File: src/rtl/hpf_pkg.sv
// Shared types, constants and helper functions for the half-to-single pixel widener.
// Used by hpf_widen, hpf_recip, hpf_mul and the top level; depends on nothing.
package hpf_pkg;

  typedef enum logic [1:0] {
    CLS_ZERO = 2'd0,
    CLS_FIN  = 2'd1,
    CLS_INF  = 2'd2,
    CLS_NAN  = 2'd3
  } cls_e;

  // Widened number: sign, class, binary32 biased exponent, normalized 11-bit significand
  typedef struct packed {
    logic       sgn;
    cls_e       cls;
    logic [7:0] ex;
    logic [10:0] sig;
  } num_t;

  typedef struct packed {
    num_t r;
    num_t g;
    num_t b;
    num_t a;
    logic last;
  } pix_t;

  localparam int unsigned DivStages        = 4;
  localparam int unsigned DivStepsPerStage = 7;
  localparam int unsigned QuoW             = DivStages * DivStepsPerStage;

  typedef struct packed {
    logic [11:0]     rem;
    logic [QuoW-1:0] quo;
  } div_t;

  localparam logic [31:0] OneBits    = 32'h3F80_0000;
  localparam logic [31:0] DefaultNan = 32'hFFC0_0000;
  localparam logic [22:0] QuietMant  = 23'h40_0001;
  localparam logic [22:0] NanMant    = 23'h00_0001;
  localparam logic [7:0]  ExpMax     = 8'hFF;
  localparam logic [10:0] SigOne     = 11'd1024;

  function automatic num_t widen_half(logic [15:0] h);
    logic [4:0] e;
    logic [9:0] m;
    logic [3:0] lz;
    logic       found;
    num_t       n;
    e     = h[14:10];
    m     = h[9:0];
    lz    = '0;
    found = 1'b0;
    n.sgn = h[15];
    n.cls = CLS_FIN;
    n.ex  = '0;
    n.sig = '0;
    if (e == 5'd0) begin
      if (m == 10'd0) begin
        n.cls = CLS_ZERO;
      end else begin
        for (int i = 9; i >= 0; i--) begin
          if (!found && m[i]) begin
            lz    = 4'(9 - i);
            found = 1'b1;
          end
        end
        n.sig = 11'({1'b0, m} << (lz + 4'd1));
        n.ex  = 8'd112 - {4'b0, lz};
      end
    end else if (e == 5'h1F) begin
      n.cls = (m != 10'd0) ? CLS_NAN : CLS_INF;
    end else begin
      n.ex  = {3'b0, e} + 8'd112;
      n.sig = {1'b1, m};
    end
    return n;
  endfunction

  function automatic logic [31:0] num_bits(num_t n);
    logic [31:0] res;
    unique case (n.cls)
      CLS_ZERO: res = {n.sgn, 31'b0};
      CLS_INF:  res = {n.sgn, ExpMax, 23'b0};
      CLS_NAN:  res = {n.sgn, ExpMax, NanMant};
      default:  res = {n.sgn, n.ex, n.sig[9:0], 13'b0};
    endcase
    return res;
  endfunction

  // A few restoring division steps: remainder doubles, quotient takes one bit per step
  function automatic div_t div_run(div_t x, logic [10:0] d);
    logic [11:0] r2;
    div_t        y;
    y  = x;
    r2 = '0;
    for (int i = 0; i < int'(DivStepsPerStage); i++) begin
      r2 = {y.rem[10:0], 1'b0};
      if (r2 >= {1'b0, d}) begin
        y.rem = r2 - {1'b0, d};
        y.quo = {y.quo[QuoW-2:0], 1'b1};
      end else begin
        y.rem = r2;
        y.quo = {y.quo[QuoW-2:0], 1'b0};
      end
    end
    return y;
  endfunction

endpackage

File: src/rtl/half_pixel_to_float_unpremultiply.sv
// Top level of the half-to-single RGBA pixel widener with optional un-premultiply.
// Depends on hpf_pkg, hpf_widen, hpf_recip and hpf_mul.
//
//  channel  | direction | signals                                   | contents
//  ---------+-----------+-------------------------------------------+----------------------------
//  s_axis   | in        | s_axis_tvalid/tready/tdata[63:0]/tlast    | four binary16 pixel channels
//  m_axis   | out       | m_axis_tvalid/tready/tdata[127:0]/tlast   | four binary32 pixel channels
//  cfg      | in        | straighten_we_i, straighten_i             | un-premultiply enable
//
// One pixel beat per cycle is sustained while the sink keeps m_axis_tready high; each beat
// passes 8 register stages: widen (1), reciprocal divider stages (4, 7 quotient bits
// each), rounding of k (1), significand multiply (1), round and pack (1).
// Reset empties the pipeline and sets straighten to 1.
// The whole pipeline advances together: when the output beat is held by the sink,
// every stage holds, and s_axis_tready drops in the same cycle.
module half_pixel_to_float_unpremultiply (
  input  logic         clk_i,
  input  logic         rst_ni,
  input  logic         straighten_we_i,
  input  logic         straighten_i,
  input  logic         s_axis_tvalid,
  output logic         s_axis_tready,
  // fields from bit 0: red_half, green_half, blue_half, alpha_half
  input  logic [63:0]  s_axis_tdata,
  input  logic         s_axis_tlast,
  output logic         m_axis_tvalid,
  input  logic         m_axis_tready,
  // fields from bit 0: red_single, green_single, blue_single, alpha_single
  output logic [127:0] m_axis_tdata,
  output logic         m_axis_tlast
);

  logic          straighten_q;
  logic          en;
  logic          vld_w, vld_r;
  hpf_pkg::pix_t pix_w, pix_r;
  logic [31:0]   k_r;

  // Advance whenever the output register is empty or being drained
  assign en            = !m_axis_tvalid || m_axis_tready;
  assign s_axis_tready = en;

  always_ff @(posedge clk_i or negedge rst_ni) begin
    if (!rst_ni) begin
      straighten_q <= 1'b1;
    end else if (straighten_we_i) begin
      straighten_q <= straighten_i;
    end
  end

  hpf_widen u_widen (
    .clk_i  (clk_i),
    .rst_ni (rst_ni),
    .en_i   (en),
    .vld_i  (s_axis_tvalid),
    .data_i (s_axis_tdata),
    .last_i (s_axis_tlast),
    .vld_o  (vld_w),
    .pix_o  (pix_w)
  );

  hpf_recip u_recip (
    .clk_i        (clk_i),
    .rst_ni       (rst_ni),
    .en_i         (en),
    .straighten_i (straighten_q),
    .vld_i        (vld_w),
    .pix_i        (pix_w),
    .vld_o        (vld_r),
    .pix_o        (pix_r),
    .k_o          (k_r)
  );

  hpf_mul u_mul (
    .clk_i  (clk_i),
    .rst_ni (rst_ni),
    .en_i   (en),
    .vld_i  (vld_r),
    .pix_i  (pix_r),
    .k_i    (k_r),
    .vld_o  (m_axis_tvalid),
    .data_o (m_axis_tdata),
    .last_o (m_axis_tlast)
  );

  a_alpha_nan_form: assert property (@(posedge clk_i) disable iff (!rst_ni)
    (m_axis_tvalid && m_axis_tdata[126:119] == hpf_pkg::ExpMax &&
     m_axis_tdata[118:96] != 23'd0)
    |-> (m_axis_tdata[118:96] == hpf_pkg::NanMant))
    else $error("alpha NaN not in widened form");

  a_stall_holds_pipe: assert property (@(posedge clk_i) disable iff (!rst_ni)
    (vld_r && !en) |=> (vld_r && $stable(k_r)))
    else $error("reciprocal stage changed during a stall");

endmodule

File: src/rtl/hpf_widen.sv
// Entry stage: widens the four binary16 channels into classified binary32 parts.
// Depends on hpf_pkg.
module hpf_widen (
  input  logic          clk_i,
  input  logic          rst_ni,
  input  logic          en_i,
  input  logic          vld_i,
  input  logic [63:0]   data_i,
  input  logic          last_i,
  output logic          vld_o,
  output hpf_pkg::pix_t pix_o
);

  logic          vld_q;
  hpf_pkg::pix_t pix_q;

  always_ff @(posedge clk_i or negedge rst_ni) begin
    if (!rst_ni) begin
      vld_q <= 1'b0;
    end else if (en_i) begin
      vld_q <= vld_i;
    end
  end

  always_ff @(posedge clk_i) begin
    if (en_i) begin
      pix_q.r    <= hpf_pkg::widen_half(data_i[15:0]);
      pix_q.g    <= hpf_pkg::widen_half(data_i[31:16]);
      pix_q.b    <= hpf_pkg::widen_half(data_i[47:32]);
      pix_q.a    <= hpf_pkg::widen_half(data_i[63:48]);
      pix_q.last <= last_i;
    end
  end

  assign vld_o = vld_q;
  assign pix_o = pix_q;

endmodule

File: src/rtl/hpf_recip.sv
// Pipelined reciprocal of alpha: restoring divider stages, then a rounding stage for k.
// Depends on hpf_pkg.
module hpf_recip (
  input  logic          clk_i,
  input  logic          rst_ni,
  input  logic          en_i,
  input  logic          straighten_i,
  input  logic          vld_i,
  input  hpf_pkg::pix_t pix_i,
  output logic          vld_o,
  output hpf_pkg::pix_t pix_o,
  output logic [31:0]   k_o
);

  localparam int unsigned NS = hpf_pkg::DivStages;
  localparam int unsigned QW = hpf_pkg::QuoW;

  logic [NS-1:0]  vld_q;
  hpf_pkg::pix_t  pix_q [NS];
  hpf_pkg::div_t  div_q [NS];
  hpf_pkg::div_t  div_init;

  logic           vld_k_q;
  hpf_pkg::pix_t  pix_k_q;
  logic [31:0]    k_q, k_d;

  assign div_init.rem = 12'({1'b0, hpf_pkg::SigOne});
  assign div_init.quo = '0;

  always_ff @(posedge clk_i or negedge rst_ni) begin
    if (!rst_ni) begin
      vld_q   <= '0;
      vld_k_q <= 1'b0;
    end else if (en_i) begin
      vld_q   <= {vld_q[NS-2:0], vld_i};
      vld_k_q <= vld_q[NS-1];
    end
  end

  always_ff @(posedge clk_i) begin
    if (en_i) begin
      pix_q[0] <= pix_i;
      div_q[0] <= hpf_pkg::div_run(div_init, pix_i.a.sig);
      for (int s = 1; s < int'(NS); s++) begin
        pix_q[s] <= pix_q[s-1];
        div_q[s] <= hpf_pkg::div_run(div_q[s-1], pix_q[s-1].a.sig);
      end
      pix_k_q <= pix_q[NS-1];
      k_q     <= k_d;
    end
  end

  // Round the quotient to nearest even and assemble k
  hpf_pkg::num_t a_w;
  logic [QW-1:0] quo_w;
  logic          guard_w, sticky_w, up_w;
  logic [24:0]   mant_w;

  always_comb begin
    a_w      = pix_q[NS-1].a;
    quo_w    = div_q[NS-1].quo;
    guard_w  = quo_w[3];
    sticky_w = (|quo_w[2:0]) || (div_q[NS-1].rem != 12'd0);
    up_w     = guard_w && (sticky_w || quo_w[4]);
    mant_w   = {1'b0, quo_w[QW-1:4]} + {24'b0, up_w};
    k_d      = hpf_pkg::OneBits;
    if (straighten_i && (a_w.cls != hpf_pkg::CLS_ZERO)) begin
      priority if (a_w.cls == hpf_pkg::CLS_NAN) begin
        k_d = {a_w.sgn, hpf_pkg::ExpMax, hpf_pkg::QuietMant};
      end else if (a_w.cls == hpf_pkg::CLS_INF) begin
        k_d = {a_w.sgn, 31'b0};
      end else if (a_w.sig == hpf_pkg::SigOne || mant_w[24]) begin
        k_d = {a_w.sgn, 8'd254 - a_w.ex, 23'b0};
      end else begin
        k_d = {a_w.sgn, 8'd253 - a_w.ex, mant_w[22:0]};
      end
    end
  end

  assign vld_o = vld_k_q;
  assign pix_o = pix_k_q;
  assign k_o   = k_q;

  a_rem_below_divisor: assert property (@(posedge clk_i) disable iff (!rst_ni)
    (vld_q[NS-1] && pix_q[NS-1].a.cls == hpf_pkg::CLS_FIN &&
     pix_q[NS-1].a.sig != hpf_pkg::SigOne)
    |-> (div_q[NS-1].rem < {1'b0, pix_q[NS-1].a.sig}))
    else $error("divider remainder not below divisor");

  a_k_in_range: assert property (@(posedge clk_i) disable iff (!rst_ni)
    (vld_k_q && straighten_i && pix_k_q.a.cls == hpf_pkg::CLS_FIN)
    |-> (k_q[30:23] != 8'd0 && k_q[30:23] != hpf_pkg::ExpMax))
    else $error("reciprocal exponent out of normal range");

endmodule

File: src/rtl/hpf_mul.sv
// Scaling stages: multiplies the colour significands by k, then rounds into the output register.
// Depends on hpf_pkg.
module hpf_mul (
  input  logic          clk_i,
  input  logic          rst_ni,
  input  logic          en_i,
  input  logic          vld_i,
  input  hpf_pkg::pix_t pix_i,
  input  logic [31:0]   k_i,
  output logic          vld_o,
  output logic [127:0]  data_o,
  output logic          last_o
);

  logic          vld_p_q;
  hpf_pkg::pix_t pix_p_q;
  logic [31:0]   k_p_q;
  logic [34:0]   prod_r_q, prod_g_q, prod_b_q;

  logic          vld_o_q;
  logic [127:0]  data_q, data_d;
  logic          last_q;

  function automatic logic [31:0] finish(hpf_pkg::num_t c, logic [34:0] p, logic [31:0] k);
    logic        k_nan, k_zero, sg, g, st, up;
    logic [23:0] sig;
    logic [24:0] m;
    logic [9:0]  e;
    logic [31:0] res;
    k_nan  = (k[30:23] == hpf_pkg::ExpMax) && (k[22:0] != 23'd0);
    k_zero = (k[30:0] == 31'd0);
    sg     = c.sgn ^ k[31];
    e      = {2'b0, c.ex} + {2'b0, k[30:23]} - 10'd127;
    if (p[34]) begin
      sig = p[34:11];
      g   = p[10];
      st  = |p[9:0];
      e   = e + 10'd1;
    end else begin
      sig = p[33:10];
      g   = p[9];
      st  = |p[8:0];
    end
    up = g && (st || sig[0]);
    m  = {1'b0, sig} + {24'b0, up};
    if (m[24]) begin
      e   = e + 10'd1;
      res = {sg, e[7:0], 23'b0};
    end else begin
      res = {sg, e[7:0], m[22:0]};
    end
    priority if (c.cls == hpf_pkg::CLS_NAN) begin
      res = {c.sgn, hpf_pkg::ExpMax, hpf_pkg::QuietMant};
    end else if (k_nan) begin
      res = k;
    end else if (c.cls == hpf_pkg::CLS_INF) begin
      res = k_zero ? hpf_pkg::DefaultNan : {sg, hpf_pkg::ExpMax, 23'b0};
    end else if (c.cls == hpf_pkg::CLS_ZERO || k_zero) begin
      res = {sg, 31'b0};
    end
    return res;
  endfunction

  always_ff @(posedge clk_i or negedge rst_ni) begin
    if (!rst_ni) begin
      vld_p_q <= 1'b0;
      vld_o_q <= 1'b0;
    end else if (en_i) begin
      vld_p_q <= vld_i;
      vld_o_q <= vld_p_q;
    end
  end

  always_ff @(posedge clk_i) begin
    if (en_i) begin
      pix_p_q  <= pix_i;
      k_p_q    <= k_i;
      prod_r_q <= pix_i.r.sig * {1'b1, k_i[22:0]};
      prod_g_q <= pix_i.g.sig * {1'b1, k_i[22:0]};
      prod_b_q <= pix_i.b.sig * {1'b1, k_i[22:0]};
      data_q   <= data_d;
      last_q   <= pix_p_q.last;
    end
  end

  always_comb begin
    data_d[31:0]   = finish(pix_p_q.r, prod_r_q, k_p_q);
    data_d[63:32]  = finish(pix_p_q.g, prod_g_q, k_p_q);
    data_d[95:64]  = finish(pix_p_q.b, prod_b_q, k_p_q);
    data_d[127:96] = hpf_pkg::num_bits(pix_p_q.a);
  end

  assign vld_o  = vld_o_q;
  assign data_o = data_q;
  assign last_o = last_q;

  a_red_nan_quiet: assert property (@(posedge clk_i) disable iff (!rst_ni)
    (vld_o_q && data_q[30:23] == hpf_pkg::ExpMax && data_q[22:0] != 23'd0)
    |-> data_q[22])
    else $error("red result is a signaling NaN");

endmodule
File: config.mk
export PLATFORM = sky130hd
export DESIGN_NAME = half_pixel_to_float_unpremultiply
export DESIGN_NICKNAME = d
export VERILOG_FILES = /design/src/rtl/hpf_pkg.sv /design/src/rtl/half_pixel_to_float_unpremultiply.sv /design/src/rtl/hpf_widen.sv /design/src/rtl/hpf_recip.sv /design/src/rtl/hpf_mul.sv
export SDC_FILE = /design/constraint.sdc
export NUM_CORES = 2
export LEC_CHECK = 0
export ABC_CLOCK_PERIOD_IN_PS = 67100
export BUFFER_PORTS_ARGS = -buffer_cell sky130_fd_sc_hd__buf_2
export CORE_AREA = 2 2 406 408
export CTS_CLUSTER_DIAMETER = 50
export DETAILED_ROUTE_END_ITERATION = 6
export DIE_AREA = 0 0 408 410
export GPL_ROUTABILITY_DRIVEN = 0
export HOLD_SLACK_MARGIN = 0.03
export MAX_ROUTING_LAYER = met4
export PLACE_DENSITY = 0.63
export SLEW_MARGIN = 20
export SYNTH_ARGS = -nofsm -noshare
export SYNTH_HDL_FRONTEND = slang
export SYNTH_HIERARCHICAL = 1
export SYNTH_SLANG_ARGS = --single-unit
File: constraint.sdc
create_clock -name clk_i -period 67.1 [get_ports clk_i]
set_clock_uncertainty 0.05 [all_clocks]
set_input_delay 3.355 -clock clk_i [delete_from_list [all_inputs] [get_ports clk_i]]
set_output_delay 3.355 -clock clk_i [all_outputs]
set_load 0.1 [all_outputs]
# Word level (Yosys, flattened, before mapping)

Memory sizes are Yosys's and may differ from the RTL's.
Index checks and enable logic that the tools add are counted.

Add/subtract/negate cells: 58
$mul: 3
Order comparisons: 28
Equality and inequality tests: 16
Shift operators: 4
Multiplexer cells: 308
Bitwise logic cells: 4
Reductions and logical operators: 118

Operator list:

| operator                                                          | number |
|---|---|
| 39-bit two-way mux                                                | 48 |
| 32-bit two-way mux                                                | 12 |
| 12-bit by 11-bit greater-or-equal comparator with 1-bit output    | 27 |
| 40-bit two-way mux                                                | 8 |
| 31-bit two-way mux                                                | 9 |
| 11-bit subtractor                                                 | 23 |
| 1-bit two-way mux                                                 | 164 |
| 19-bit two-way mux                                                | 8 |
| 11-bit by 24-bit multiplier with 35-bit output                    | 3 |
| 24-bit by 1-bit adder with 25-bit output                          | 4 |
| 31-bit case mux with 3 select lines                               | 1 |
| 21-bit two-way mux                                                | 4 |
| 4-bit two-way mux                                                 | 20 |
| 24-bit two-way mux                                                | 3 |
| 8-bit by 1-bit adder with 8-bit output, second input constant     | 6 |
| 3-bit two-way mux                                                 | 16 |
| 12-bit by 11-bit subtractor with 12-bit output                    | 4 |
| 10-bit by 4-bit left shift with 11-bit output                     | 4 |
| 1-bit logical AND                                                 | 42 |
| 10-bit zero test                                                  | 4 |
| 10-bit nonzero test                                               | 4 |
| 1-bit zero test                                                   | 37 |
| 5-bit by 7-bit adder with 8-bit output, second input constant     | 4 |
| 7-bit by 4-bit subtractor with 8-bit output, first input constant | 4 |
| 26 further kinds                                                  | 80 |

Register bits after elaboration: 539
Bits in writable memories: 516
Output and inout bits: 131
Word-level logic and storage cells: 607
Memories: 2

Memory list:

| memory        | depth | bits a word | rd ports | clocked after Yosys merged registers in | write ports | RTL line        | text |
|---|---|---|---|---|---|---|---|
| u_recip.pix_q | 4     | 89          | 4        | 0                                       | 4           | hpf_recip.sv:19 | `hpf_pkg::pix_t pix_q [NS];` |
| u_recip.div_q | 4     | 40          | 4        | 0                                       | 4           | hpf_recip.sv:20 | `hpf_pkg::div_t div_q [NS];` |

# Logic depth before layout (Yosys ltp)

Depth after elaboration: 62
Depth in mapped cells: 80

# Hierarchy

Netlist, hierarchy kept.

Modules (own cells, without submodules):

| module                            | instances | cells each | area an instance (um2) | sequential area each (um2) |
|---|---|---|---|---|
| hpf_mul                           | 1         | 4194       | 40243.6                | 9328.9 |
| hpf_recip                         | 1         | 3034       | 34857.2                | 17782.1 |
| hpf_widen                         | 1         | 610        | 5773.0                 | 2577.5 |
| half_pixel_to_float_unpremultiply | 1         | 3          | 47.5                   | 26.3 |

# Worst setup path before layout

No wires, ideal clock.

Path type: input to output
From: input port m_axis_tready
To: output port s_axis_tready
Arrival: 27.584 ns
Slack: 36.111 ns
Stages: 1
Path buffers: 0
Cell sequence: nand2b_1

Longest elaborated chain between the ends: 1

Ends and longest elaborated chain:

| element          | RTL line                                | text |
|---|---|---|
| start, declared  | half_pixel_to_float_unpremultiply.sv:27 | `input logic m_axis_tready,` |
| 1-bit logical OR | half_pixel_to_float_unpremultiply.sv:40 | `assign en = !m_axis_tvalid \|\| m_axis_tready;` |
| end, declared    | half_pixel_to_float_unpremultiply.sv:22 | `output logic s_axis_tready,` |

No other way between the ends.

==> results.cfg <==
[die]
initial_cell_density_of_the_core_pct = 49.48
dieHeight_um = 410
die_area_um2 = 167300
chipWidth_um = 408
io-pin-count = 202
row_count = 149
core_area_um2 = 163500

[global_route]
all_layer_global_routing_usage_pct = 24.12
grtUsageMet1_pct = 31.18
grtUsageMet2_pct = 38.67
grt_pass1_vias = 57394
grt_start_max_net_pins = 191
initial_antenna_violation_count = 14
grt_util_met3_pct = 3.349
globalRoute.busiestLayer = met2
globalRoute.totalOverflow = 0
global_route_wire_length_before_repair_mm = 312.7

[worst_setup_path]
timing_worst_setup_path_type = register to register
reg2reg_to = u_recip/div_q[3][34]$_DFFE_PP_
critPathMaxFanout = 22
critPathCaptureType = register
timing.critical_path.arrival_ns = 20.92
critical-path-top-cell-by-count = a21oi_1
reg2reg_slack_ns = 46.61
worst-endpoint-required_ns = 67.52
critical-path-slowest-cell = a21oi_1
timing.reg2reg.worst_path_depth = 70
critical_path.reg2reg.startpoint = u_recip/pix_q[2][2]$_DFFE_PP_
slowest_delay_ns = 0.89
startpoint_type = register

[routing]
remaining_drc_errors = 1
firstDrtPassIters = 7
detail_route.iter0.violations = 4486
detailroute.via_count = 57966
totalWireLength_mm = 198.1
vias_per_cell = 5.676
postRouteAntennaNets = 0
wire_per_inst_um = 19.40

[cts]
clkSlewWorstSetupHoldPaths_ns = 0.06
cts.path.max_buffers = 3
cts-root-buf = clkbuf_16
tritoncts = built
cts_resized = 0
clock_latency_ns = 0.77
cts_setup_buffers = 0
numClockSinks = 990
cts-buffers-inserted = 114
number_of_buffers_inserted_for_hold_repair_after_clock_tree_synthesis = 0
h-tree-depth = 3

[hold_path]
holdPathStages = 0
worst_hold_path_type = register to register
worst_hold_path.endpoint = u_mul/pix_p_q[20]$_DFFE_PP_
worst_hold_startpoint = u_recip/pix_o[20]$_DFFE_PP_

[job]
maxCapViolations = 0

[layout]
final_nets = 9143
post-route-cell-area_um2 = 87770
drive_above_1_share_pct = 8.408
layout-area-overhead-vs-synth_pct = 8.507

[synth]
synth_area_um2 = 80890
ys_warn_count = 6
netlist_instances = 7840
syn_area_cell_um2 = 10.32

[sta]
finalSetupViolations = 0
tightest_slew_ns = 1.172
min_period_over_period_pct = 30.54
final-max-slew-violation-count = 0
final_period_minus_worst_setup_slack_ns = 20.49
report.final.hold_viol_count = 0
slew_margin_rel_pct = 21.87
totalNegativeSetupSlack_ns = 0
achievable-frequency_mhz = 48.80
grt_setup_unrepaired = false

[place]
port_buffers = 189
dpl.hpwl_mm = 147.3
postPlaceCellArea_um2 = 83800

[outcome]
status = complete, but fails checks
violations = DRC
metal layers:
layer | wire, um | up-vias
met5 | 0 | -
met4 | 7950 | 0
met3 | 10790 | 390
met2 | 92870 | 1673
met1 | 86510 | 28550
li1 | - | 27353
worst max-delay path by stage:
stage                                           endpoint  slack (ns)  depth (start not counted)                          start
after floorplan                            s_axis_tready       36.14                          1                  m_axis_tready
after global placement    u_recip/div_q[3][33]$_DFFE_PP_       47.55                         69  u_recip/pix_q[2][1]$_DFFE_PP_
after detailed placement  u_recip/div_q[3][34]$_DFFE_PP_       47.09                         70  u_recip/pix_q[2][2]$_DFFE_PP_
after CTS                 u_recip/div_q[3][34]$_DFFE_PP_       47.01                         70  u_recip/pix_q[2][2]$_DFFE_PP_
after global routing      u_recip/div_q[3][34]$_DFFE_PP_       45.22                         68  u_recip/pix_q[2][1]$_DFFE_PP_
final                     u_recip/div_q[3][34]$_DFFE_PP_       46.61                         70  u_recip/pix_q[2][2]$_DFFE_PP_
flip-flops by register name, summed over array words and instances, names as in the netlist:
signal / flops
u_widen/vld_o: 1
u_recip/vld_q: 4
u_mul/pix_p_q: 55
u_mul/data_o: 116
u_mul/vld_o: 1
u_widen/pix_o: 85
u_recip/vld_o: 1
u_mul/vld_p_q: 1
u_recip/div_q: 111
u_mul/k_p_q: 32
u_recip/k_o: 32
u_mul/prod_b_q: 35
u_mul/prod_r_q: 35
u_recip/pix_o: 88
u_mul/prod_g_q: 35
straighten_q: 1
u_mul/last_o: 1
u_recip/pix_q: 356
critical path: cells and delay by family (launching register included):
family                   cells  cell delay (ns)
AND/OR/NAND/NOR             11             2.54
multiplexers                 2             0.59
buffers and inverters        6             2.32
adder cells (fa/ha/maj)      8             2.43
AO/OA/AOI/OAI               43            11.70
flip-flops                   1             0.56
placed cells by master (no fill, tap or decap), types with 50 or more instances in the layout:
cell	count
a211oi_1	52
a21o_1	146
a21oi_1	365
and2_1	358
and3_1	50
buf_2	189
buf_4	55
clkbuf_16	115
edfxtp_1	981
fa_1	597
ha_1	555
inv_1	874
mux2_2	128
mux2i_1	107
nand2_1	930
nand2b_1	70
nand3_1	170
nand4_1	51
nor2_1	371
nor2b_1	81
nor3_1	115
o211ai_1	59
o21a_1	61
o21ai_0	307
xnor2_1	242
xor2_1	187
final cells by class:
cell class              instances  area (um2)
repair buffers                250        1464
diodes                          7       17.52
well taps                    2189        2739
multi-input cells            5674       46630
fillers                     14270       75730
clock buffers                 133        2945
inverters                     890        3344
clock inverters                79       945.9
flip-flops and latches        990       29680
metrics by stage:
stage | util [%] | hold slack, ns | std cells | setup slack, ns
floorplan | - | 0.3503 | 7851 | 36.14
global placement | 51.25 | 0.3503 | 9989 | 47.55
detailed placement | 51.25 | 0.3545 | 9989 | 47.09
CTS | 53.63 | 0.3217 | 10201 | 47.01
global route | 53.68 | 0.3325 | 10212 | 45.22
finish | 53.68 | 0.3333 | 10212 | 46.61
Power is not shown: default switching activity piles up to over one toggle a cycle in this logic, so the estimate is an artifact.
